<file path="src/sv/wufc_ram.sv">
// simple dual-port ram, one write port and one registered read port
`default_nettype none

module wufc_ram #(
    parameter int WIDTH = 8,
    parameter int DEPTH = 16,
    localparam int AddrW = $clog2(DEPTH)
) (
    input  wire logic             aclk,
    input  wire logic             we,
    input  wire logic [AddrW-1:0] waddr,
    input  wire logic [WIDTH-1:0] wdata,
    input  wire logic [AddrW-1:0] raddr,
    output logic      [WIDTH-1:0] rdata
);

    logic [WIDTH-1:0] mem [DEPTH];

    always_ff @(posedge aclk) begin
        if (we) begin
            mem[waddr] <= wdata;
        end
        rdata <= mem[raddr];
    end

endmodule

`default_nettype wire

</file>
<file path="config.mk">
export PLATFORM = sky130hd
export DESIGN_NAME = wufc_ram
export DESIGN_NICKNAME = d
export VERILOG_FILES = /design/src/sv/wufc_ram.sv
export SDC_FILE = /design/constraint.sdc
export NUM_CORES = 1
export LEC_CHECK = 0
export BUFFER_PORTS_ARGS = -buffer_cell sky130_fd_sc_hd__buf_2
export CAP_MARGIN = 0
export CORE_MARGIN = 2
export CORE_UTILIZATION = 60
export CTS_CLUSTER_SIZE = 25
export DETAILED_ROUTE_END_ITERATION = 16
export GPL_ROUTABILITY_DRIVEN = 0
export GPL_TIMING_DRIVEN = 0
export PLACE_DENSITY = 0.76
export SLEW_MARGIN = 10
export SYNTH_ARGS = -nofsm -noshare
export SYNTH_HDL_FRONTEND = slang
export SYNTH_SLANG_ARGS = --single-unit
</file>
<file path="constraint.sdc">
create_clock -name aclk -period 3 [get_ports aclk]
set_input_delay 0.45 -clock aclk [delete_from_list [all_inputs] [get_ports aclk]]
set_output_delay 0.45 -clock aclk [all_outputs]
set_load 0.02 [all_outputs]
</file>
==> results summary, run 1 <==
The element type at the critical path end is a flip-flop. The area added between synthesis and finish came out at 17.62%. The final clock period utilization by the worst path came out at 0.5385. In the global route stage, overall resource usage came out at 0.2258.

The initial core utilization is 0.6233. The number of placed instances, taps included, is between 300 and 400. The number of max-cap violations came out at 0. The worst slew margin relative to its limit is 0.4403. The clock latency of the later-clocked register in the worst-skew pair is around 510 ps. The number of warnings issued by yosys is 0. The number of nets with antenna violations after detailed routing came out at 0. The proportion of register bits with asynchronous set or reset after synthesis came out at 0. The total negative slack came out at 0 ps. The average wire per cell in the routed design came out at 25.30 microns. The number of synthesized flops with an enable pin came out at 128. The final wirelength is around 10000 microns.

In the routed design, unresolved DRC markers number 0. TritonCTS built the clock tree. The initial antenna violation count is 0. Once the clock tree was built, the resizer swapped 0 gates to a different size. The worst stage delay on the critical path is between 600 and 700 ps. The number of hold buffers added after CTS was 0.

The kind of start point of the critical path is an input pin. In this run, synthesis produced a sequential element count of ~140. The slew at the pin closest to its max-slew limit came out at approximately 840 ps. The number of antenna diodes in the final layout is 0.

The area occupied by registers came out at 4004 sq um. The post-layout minimum cycle time came out at between 1500 and 2000 ps. The post-route core utilization is 0.7332. The worst path required time came out at around 3100 ps. In the layout the commonest cells are sky130_fd_sc_hd__edfxtp_1 (128), sky130_fd_sc_hd__buf_2 (27), sky130_fd_sc_hd__mux4_2 (18). The net count of the mapped netlist is roughly 250. After the flow finishes, the layout carries non-filler instances totaling 390. The static leakage came out at between 2 and 2.5 nW. The sum of net half-perimeters after detailed placement is just under 6000 microns. The worst hold slack after final layout came out at between 300 and 400 ps. The unique cell type count in the Yosys netlist came out at 19.

The area taken by multi-input logic gates is 1077 sq um. The setup path with the least slack is of type in2reg. The library cell contributing the largest single delay on the critical path is sky130_fd_sc_hd__nor2_1. The maximum clock skew at final layout came out at between 7 and 8 ps.

The clock transition at the registers of the reported paths came out at around 60 ps. Walking the worst path, the cells encountered are buf_2, or3b_2, nor2_1. The TritonCTS buffer count is 17. OpenSTA, run right after detailed placement, puts the worst setup slack at around 450 ps.

The run finished with clean final reports. The synthesized area per cell is about 22 sq um. The proportion of synthesized chip area in sequential cells came out at 0.7778.

Entering global routing, the biggest net connects 17 pins. The minimum setup slack in the final design came out at about 1400 ps. The count of buffers from port buffering is 24. The row count is 33. Setup repair after global routing left no endpoint under its margin. The fmax came out at roughly 620 MHz. The number of pins exceeding their max-slew limit in the final report was 0. In the final layout, the share of cells above drive strength 1 is 0.3053.

After layout, the design draws a total of around 4.6 mW. The worst-case IR drop observed on VDD is ~0.00038 V. The number of ports placed on the die boundary came out at 26.

The final layout net count is 290. The number of buffers on the longest clock path came out at 2. The total of endpoints with negative setup slack in the final report came out at 0. Once placement finished, the instance area stood at ~5400 sq um.

The critical-path maximum fanout came out at 8. The H-tree depth came out at 4. The final global-route overflow total came out at 0. Counting every sink on the clock net gives ~140.

The final count of hold timing violations came out at 0. The post-synthesis instance area came out at 5147 sq um. The kind of path behind the tightest hold check is in2reg. The full die area came out at just over 9000 sq um. The setup slack of the most critical reg-to-reg path is about 1600 ps. The tree is rooted in a sky130_fd_sc_hd__clkbuf_8. The core footprint is around 8300 sq um. The DRC marker count from the first detailed-route iteration came out at slightly below 400. The flip-flop cell with the highest count after synthesis is sky130_fd_sc_hd__edfxtp_1. From bottom edge to top edge, the die measures approximately 97 microns. The number of buffers inserted to repair setup after CTS came out at 0. The horizontal extent of the die is between 90 and 100 microns. The via count of the first global-routing pass came out at between 2000 and 2500. The number of vias after detailed routing is between 2000 and 2500. The total power density per cell area is 751.8 nW/um^2. The number of vias per cell after detailed routing is 6.267. The first-pass detailed-route iteration total is 5. The finished cells cover approximately 6100 sq um. The first global-routing pass estimated between 10000 and 15000 microns of wire. Leaving out fill and tap cells, the most frequent cell in the layout is sky130_fd_sc_hd__edfxtp_1. The synthesized instance count came out at 229. The fill cell instance count of the final layout came out at 476. The arrival time reported for the critical path endpoint is ~1800 ps.
-- cell usage after synthesis (3+ instances only) --
master | count | area share
sky130_fd_sc_hd__edfxtp_1 | 128 | 0.75
sky130_fd_sc_hd__mux4_2 | 18 | 0.079
sky130_fd_sc_hd__a22oi_1 | 16 | 0.023
sky130_fd_sc_hd__mux4_1 | 14 | 0.071
sky130_fd_sc_hd__nor2_1 | 13 | 0.0095
sky130_fd_sc_hd__nand2_1 | 9 | 0.0066
sky130_fd_sc_hd__dfxtp_1 | 8 | 0.031
sky130_fd_sc_hd__nor3_1 | 4 | 0.0039
sky130_fd_sc_hd__buf_2 | 3 | 0.0029
sky130_fd_sc_hd__buf_6 | 3 | 0.0066
sky130_fd_sc_hd__clkdlybuf4s25_2 | 3 | 0.0058
-- metal layers --
metal / part of all wire / GRT usage / up-vias
li1: - / - / 1058
met1: 0.43 / 0.3285 / 1265
met2: 0.48 / 0.3349 / 110
met3: 0.072 / 0.06214 / 11
met4: 0.016 / 0.08559 / 0
met5: 0 / 0 / -
-- worst paths after layout --
path,start,end,cells after the start
hold reg to reg,mem[15][2],rdata[2],3
setup / recovery,waddr[2],mem[2][4],3
setup reg to reg,mem[6][0],rdata[0],3
hold / removal,wdata[5],mem[15][5],1
-- registers in the layout, indices dropped and copies added (netlist names) --
register,count
rdata,8
mem,128
-- cells by family (layout without fill, tap and decap cells) --
logic type,Yosys count,after routing,share of synthesized area
compound gates,16,16,0.02334
flops,136,136,0.7778
mux,32,32,0.1502
simple gates,35,35,0.03184
buf+inv,10,66,0.01677
-- area by class of cell --
cell class                 instances  area share
buffer                            10     0.01426
clock buffer                      20     0.07192
clock inverter                    12     0.03306
multi-input combinational         83      0.1779
sequential                       136      0.6613
tap                              105     0.02170
timing repair buffer              24     0.01984
-- critical path, delay by kind of cell --
family                 cells  cell delay [ps]
AND/OR/NAND/NOR            2             1180
buffers and inverters      1              110
-- power by group --
part	internal (mW)	switching (mW)
sequential	2.12	0.0103
clock	1.45	0.746
combinational	0.0847	0.132
Note: power is estimated with default switching activity, not from simulation.
==> run 2: changes to the inputs <==
CORE_UTILIZATION = 54   (was 60)
PLACE_DENSITY = 0.72   (was 0.76)
clock period = 1.4 ns   (was 3 ns; I/O delays follow)
==> run 2 against run 1 <==
  * Wire length decreased by 4.6%
  * Sequential share of layout area decreased by 0.34 points
  * Clock power increased by 110%
  * Utilization decreased by 7.5 points
  * Hold slack got worse by 240 ps
  * Critical path type is now reg2reg
  * Largest cell class unchanged
  * Total power increased by 110%
  * Worst setup slack got worse by 1400 ps
  * First-iteration DRC count decreased by 18%
==> results summary, run 2 (synthesis gave the netlist of run 1 again) <==
The initial antenna violation count was 0 (unchanged). The horizontal extent of the die is 101.6 microns (was 96.63 microns). The number of cells in the finished layout apart from fillers was 414 (was 390).

The net load switching power came out at 1.902 mW (was 887.9 uW). The flip-flop count of the largest register after layout is 128 (unchanged). The kind of start point of the critical path was a flip-flop (was input pin).

The arrival time reported for the critical path endpoint came out at 1790 ps (was 1750 ps). The standard cell area after detailed placement came out at 5444 sq um (was 5399 sq um). The sum of net half-perimeters after detailed placement came out at 5709 microns (was 5800 microns).

The TritonCTS buffer count is 17 (unchanged). The final design instance area without fill is 6086 sq um (was 6055 sq um). For the finished layout, the period the worst path requires is between 1000 and 1500 ps.

The first-pass detailed-route iteration total came out at 4 (was 5). The full die area is 10330 sq um (was 9336 sq um). The static leakage was 2.039 nW (was 2.045 nW). The maximum number of pins on one net before global-route repair came to 17 (unchanged). The worst setup path category was reg2reg (was in2reg). The share of cells above drive strength 1 is 0.3193 (was 0.3053). The placed instance count is 382 (was 358). The total power density per cell area is 1582 nW/um^2 (was 751.8 nW/um^2). The power share of the clock group is 0.477 (was 0.483). The core footprint came out at 9240 sq um (was 8258 sq um).

The fraction of power spent switching nets is 0.1975 (was 0.1951). Unrepaired setup endpoints after global routing: yes (was no). Crit path cell chain: mux4_1, a22oi_2, nand2_1 (was buf_2, or3b_2, nor2_1). The sequential group share of total power is 0.475 (was 0.469). The clock latency of the later-clocked register in the worst-skew pair came out at 510 ps (about the same). The cell-internal power came out at 7.728 mW (was 3.664 mW).

The H-tree depth came to 4 (unchanged). The average wire per cell in the routed design came out at 22.74 microns (was 25.30 microns). The worst slew margin relative to its limit came out at 0.4605 (was 0.4403). The DRC marker count from the first detailed-route iteration is 319 (was 391). The number of hold-repair buffers added at the cts stage is 0 (unchanged). The fill cell instance count of the final layout is 617 (was 476).

The number of nets with antenna violations after detailed routing came out at 0 (unchanged). The final wirelength is 9413 microns (was 9866 microns). The cell at the root of the clock tree is sky130_fd_sc_hd__clkbuf_8 (unchanged). The commonest non-fill, non-tap cell in the layout is sky130_fd_sc_hd__edfxtp_1 (unchanged). The TritonCTS clock tree is built (unchanged). The library cell contributing the largest single delay on the critical path is sky130_fd_sc_hd__mux4_1 (was sky130_fd_sc_hd__nor2_1). The count of inserted antenna diode cells was 0 (unchanged). The height of the die came out at 101.6 microns (was 96.63 microns).

The final global-route overflow total came to 0 (unchanged). The first-pass GRT wire length is 13920 microns (was 14750 microns). The slew at the pin closest to its max-slew limit is 806.3 ps (was 836.5 ps).

The gate family responsible for the most delay along the worst path is multiplexers (was simple AND/OR/NAND/NOR gates). Based on the critical path, the design can be clocked at up to just over 700 MHz. The clock sink count came out at 136 (unchanged).

The number of vias after detailed routing is 2353 (was 2444). The critical-path maximum fanout is 1 (was 8). The global router's overall resource usage is 0.1992 (was 0.2258). Of the available clock period, the critical path in the final layout requires 0.9980.

The count of buffers from port buffering was 24 (unchanged). The initial core utilization came to 0.5571 (was 0.6233). The number of pins exceeding their max-slew limit in the final report came out at 0 (unchanged).

The maximum VDD drop is 0.0007795 V (was 0.0003808 V). The total of endpoints with negative setup slack in the final report came out at 0 (unchanged). The final layout net count came out at 290 (unchanged). Top library cells by usage in the layout, fill and taps aside: sky130_fd_sc_hd__edfxtp_1 (128), sky130_fd_sc_hd__buf_2 (27), sky130_fd_sc_hd__mux4_2 (18) (unchanged). The clock transition at the registers of the reported paths came out at 60 ps (about the same).

The number of buffers on the longest clock path is 2 (unchanged). Status: finished, final reports clean (unchanged). The maximum clock skew at final layout is 7.363 ps (was 7.792 ps). The via count of the first global-routing pass was 2412 (was 2475). The power consumption is 9.630 mW (was 4.552 mW). The number of ports placed on the die boundary is 26 (unchanged). The count of buffering cells on the critical path with inverters included came out at 0 (was 1). The combinational share of power came out at 0.048 (about the same). The number of vias per cell after detailed routing came out at 5.684 (was 6.267).

The element type at the critical path end is a flip-flop (unchanged). The area added between synthesis and finish is 18.23% (was 17.62%). The worst path required time is 1790 ps (was 3130 ps). The worst hold slack after final layout is 95.86 ps (was 332.8 ps). The register with the most flip-flops is mem (unchanged). The worst stage delay on the critical path was 570 ps (was 650 ps). The number of max-cap violations came out at 0 (unchanged). Biggest regs: mem (128), rdata (8) (unchanged).

The final count of hold timing violations is 0 (unchanged). The kind of path behind the tightest hold check is in2reg (unchanged). The row count came out at 35 (was 33). The DRC violations left came out at 0 (unchanged).
-- run 2: changes by cell type in the layout (fill, tap and decap cells not counted), moves of 2 or more --
cell and delta:
sky130_fd_sc_hd__a22oi_1 -3, sky130_fd_sc_hd__a22oi_2 +3, sky130_fd_sc_hd__clkinv_4 -2, sky130_fd_sc_hd__inv_6 +2
-- run 2: power groups by stage --
stage,clock [mW],combinational (mW),sequential (mW)
after floorplan,0,0.232,4.69
after global placement,0,0.450,4.65
after detailed placement,0,0.459,4.66
after CTS,4.62,0.464,4.57
after global routing,4.81,0.496,4.58
final,4.59,0.466,4.57
-- run 2: timing repair --
item                                    in CTS  in global routing
endpoints found under the setup margin       1                 20
pin swaps                                    0                  0
setup buffers                                0                  0
gates resized for setup                      1                  3
-- run 2: path summary, 6_finish.rpt --
| check | startpoint | to | slack (ps) | depth (start not counted) |
|---|---|---|---|---|
| hold / removal | wdata[5] | mem[15][5] | 100 | 1 |
| setup reg to reg | mem[5][0] | rdata[0] | 3 | 3 |
| setup / recovery | mem[5][0] | rdata[0] | 3 | 3 |
| hold reg to reg | mem[8][3] | rdata[3] | 680 | 3 |
-- run 2: final cells by class --
type,count,area (sq um),area share
clock buffers,21,449.2,0.07381
repair buffers,24,120.1,0.01974
plain buffers,10,86.33,0.01419
well taps,129,161.4,0.02652
clock inverters,11,170.2,0.02796
multi-input cells,83,1095,0.1799
flip-flops and latches,136,4004,0.6579
-- run 2: layer usage --
| layer | wire, microns | up-vias | GRT usage |
|---|---|---|---|
| li1 | - | 1061 | - |
| met1 | 3891 | 1192 | 0.2788 |
| met2 | 4701 | 92 | 0.3052 |
| met3 | 730 | 8 | 0.05590 |
| met4 | 89 | 0 | 0.07277 |
| met5 | 0 | - | 0 |
-- run 2: through the flow --
step	setup slack, ps	util	setup TNS [ps]
final	2.754	0.6586	0
after global routing	-24.53	0.6586	-278.4
after CTS	4.972	0.6567	0
after detailed placement	-534.8	0.5892	-37760
after global placement	-509.0	0.5892	-35900
after floorplan	-76.15	-	-2303
==> run 3: changes to the inputs <==
CORE_ASPECT_RATIO = 1.2   (was default)
CTS_CLUSTER_SIZE = 12   (was 25)
==> run 3 against run 2 <==
  * Worst setup slack improved by 9.6 ps
  * Sequential cell count stayed put
  * Largest cell class unchanged
  * Cell count decreased by 1.4%
==> results summary, run 3 (synthesis gave the netlist of run 1 again) <==
The full die area came out at 10330 sq um (about the same). The first-pass GRT wire length came out at 14930 microns (was 13920 microns). The area added between synthesis and finish is 17.82% (was 18.23%).

The register with the most flip-flops is mem (unchanged). The maximum clock skew at final layout came out at 6.325 ps (was 7.363 ps). The cell at the root of the clock tree is sky130_fd_sc_hd__clkbuf_16 (was sky130_fd_sc_hd__clkbuf_8). The number of max-cap violations came to 0 (unchanged). The count of buffers from port buffering is 24 (unchanged). The height of the die came out at 111.0 microns (was 101.6 microns).

The DRC violations left came out at 0 (unchanged). The number of buffers on the longest clock path is 2 (unchanged). The share of cells above drive strength 1 came to 0.3123 (was 0.3193). The clock latency of the later-clocked register in the worst-skew pair came out at 410 ps (was 510 ps).

The commonest non-fill, non-tap cell in the layout is sky130_fd_sc_hd__edfxtp_1 (unchanged). The DRC marker count from the first detailed-route iteration was 224 (was 319). The arrival time reported for the critical path endpoint came to 1670 ps (was 1790 ps).

The final clock period utilization by the worst path came to 0.9912 (was 0.9980). The via count of the first global-routing pass came out at 2538 (was 2412). The TritonCTS clock tree is built (unchanged).

The kind of path behind the tightest hold check is in2reg (unchanged). Biggest regs: mem (128), rdata (8) (unchanged). The post-layout minimum cycle time came out at 1388 ps (was 1397 ps).

The worst hold slack after final layout is 191.0 ps (was 95.86 ps). The TritonCTS buffer count is 17 (unchanged). Status: finished, final reports clean (unchanged).

The sum of net half-perimeters after detailed placement came out at 5781 microns (was 5709 microns). The number of hold-repair buffers added at the cts stage is 0 (unchanged). Unrepaired setup endpoints after global routing: no (was yes).

The number of ports placed on the die boundary is 26 (unchanged). The final wirelength came out at 10080 microns (was 9413 microns). The number of vias after detailed routing is 2450 (was 2353). The slew at the pin closest to its max-slew limit is 808.8 ps (was 806.3 ps). The total power density per cell area is 1550 nW/um^2 (was 1582 nW/um^2).

The final count of hold timing violations came out at 0 (unchanged). The maximum number of pins on one net before global-route repair came to 17 (unchanged). The first-pass detailed-route iteration total came to 7 (was 4). The global router's overall resource usage came out at 0.2161 (was 0.1992). The number of vias per cell after detailed routing came out at 6.005 (was 5.684). The kind of start point of the critical path is a flip-flop (unchanged). The critical-path maximum fanout was 1 (unchanged). The fill cell instance count of the final layout is 609 (was 617). The number of nets with antenna violations after detailed routing was 0 (unchanged). The final global-route overflow total came to 0 (unchanged). The final layout net count came out at 290 (unchanged). The row count is 39 (was 35). The static leakage is 2.030 nW (was 2.039 nW). The worst slew margin relative to its limit is 0.4588 (was 0.4605).

The worst setup path category is reg2reg (unchanged). The average wire per cell in the routed design is 24.72 microns (was 22.74 microns). The H-tree depth is 4 (unchanged). The fmax is 720.6 MHz (was 715.7 MHz). The power consumption is 9.403 mW (was 9.630 mW). The number of pins exceeding their max-slew limit in the final report came out at 0 (unchanged). The flip-flop count of the largest register after layout is 128 (unchanged). The final design instance area without fill is 6065 sq um (was 6086 sq um). The worst setup slack before clock tree synthesis is -491.1 ps (was -534.8 ps). The element type at the critical path end is a flip-flop (unchanged).

The minimum setup slack in the final design came out at 12.33 ps (was 2.754 ps). The initial core utilization came to 0.5466 (was 0.5571). The standard cell area after detailed placement was 5436 sq um (was 5444 sq um). The count of inserted antenna diode cells is 0 (unchanged). The horizontal extent of the die came out at 93.13 microns (was 101.6 microns). The core footprint is 9418 sq um (was 9240 sq um). The maximum VDD drop came out at 0.0008356 V (was 0.0007795 V). Top library cells by usage in the layout, fill and taps aside: sky130_fd_sc_hd__edfxtp_1 (128), sky130_fd_sc_hd__buf_2 (27), sky130_fd_sc_hd__mux4_2 (18) (unchanged). The clock transition at the registers of the reported paths came out at 60 ps (about the same). The total of endpoints with negative setup slack in the final report is 0 (unchanged). The worst path required time came out at 1690 ps (was 1790 ps). The clock sink count came out at 136 (unchanged). The initial antenna violation count is 0 (unchanged).
[run 3: cell types whose count changed in the layout (fill, tap and decap cells not counted), sizes merged]
| cell | previous run | this run |
|---|---|---|
| clkinvlp | 3 | 0 |
| clkbuf | 21 | 30 |
| inv | 2 | 0 |
| bufinv | 4 | 2 |
| clkinv | 2 | 0 |
[run 3: worst max-delay path, cell delays in order (launching register included)]
cell,delay [ps]
sky130_fd_sc_hd__edfxtp_1,350
sky130_fd_sc_hd__mux4_1,520
sky130_fd_sc_hd__a22oi_2,300
sky130_fd_sc_hd__nand2_1,100
[run 3: worst paths after layout]
path	from	to	slack, ps	cells after the start
max reg2reg	mem[1][0]	rdata[0]	10	3
min reg2reg	mem[8][2]	rdata[2]	680	3
max	mem[1][0]	rdata[0]	10	3
min	wdata[6]	mem[9][6]	190	1
[run 3: per-layer routing]
metal	global-route usage	part of all wire	vias to the layer above
li1	-	-	1061
met1	0.2782	0.37	1240
met2	0.3401	0.52	125
met3	0.06594	0.081	24
met4	0.1000	0.031	0
met5	0	0	-
[run 3: area by class of cell]
class	instances	area [sq um]	share of cell area
Sequential cell	136	4004	0.6602
Multi-Input combinational cell	83	1116	0.1840
Clock buffer	30	524.3	0.08645
Tap cell	123	153.9	0.02538
Timing Repair Buffer	24	120.1	0.01981
Buffer	10	86.33	0.01424
Clock inverter	2	60.06	0.009903
[run 3: stage by stage]
step	instances	TNS, ps	util
detailed placement	376	-38080	0.5773
CTS	408	-1486	0.6420
global placement	376	-35240	0.5773
floorplan	229	-2303	-
global route	408	0	0.6439
finish	408	0	0.6439
[run 3: report_power, final]
part,switching [mW],internal [mW]
clock network,1.48,2.86
registers,0.0222,4.56
logic,0.293,0.186
total,1.80,7.61
[run 3: timing repair]
action,4_1_cts,5_1_grt
cloned,0,0
hold endpoints to repair,0,0
resized for setup,5,5
buffers inserted,0,0
setup endpoints to repair,43,33
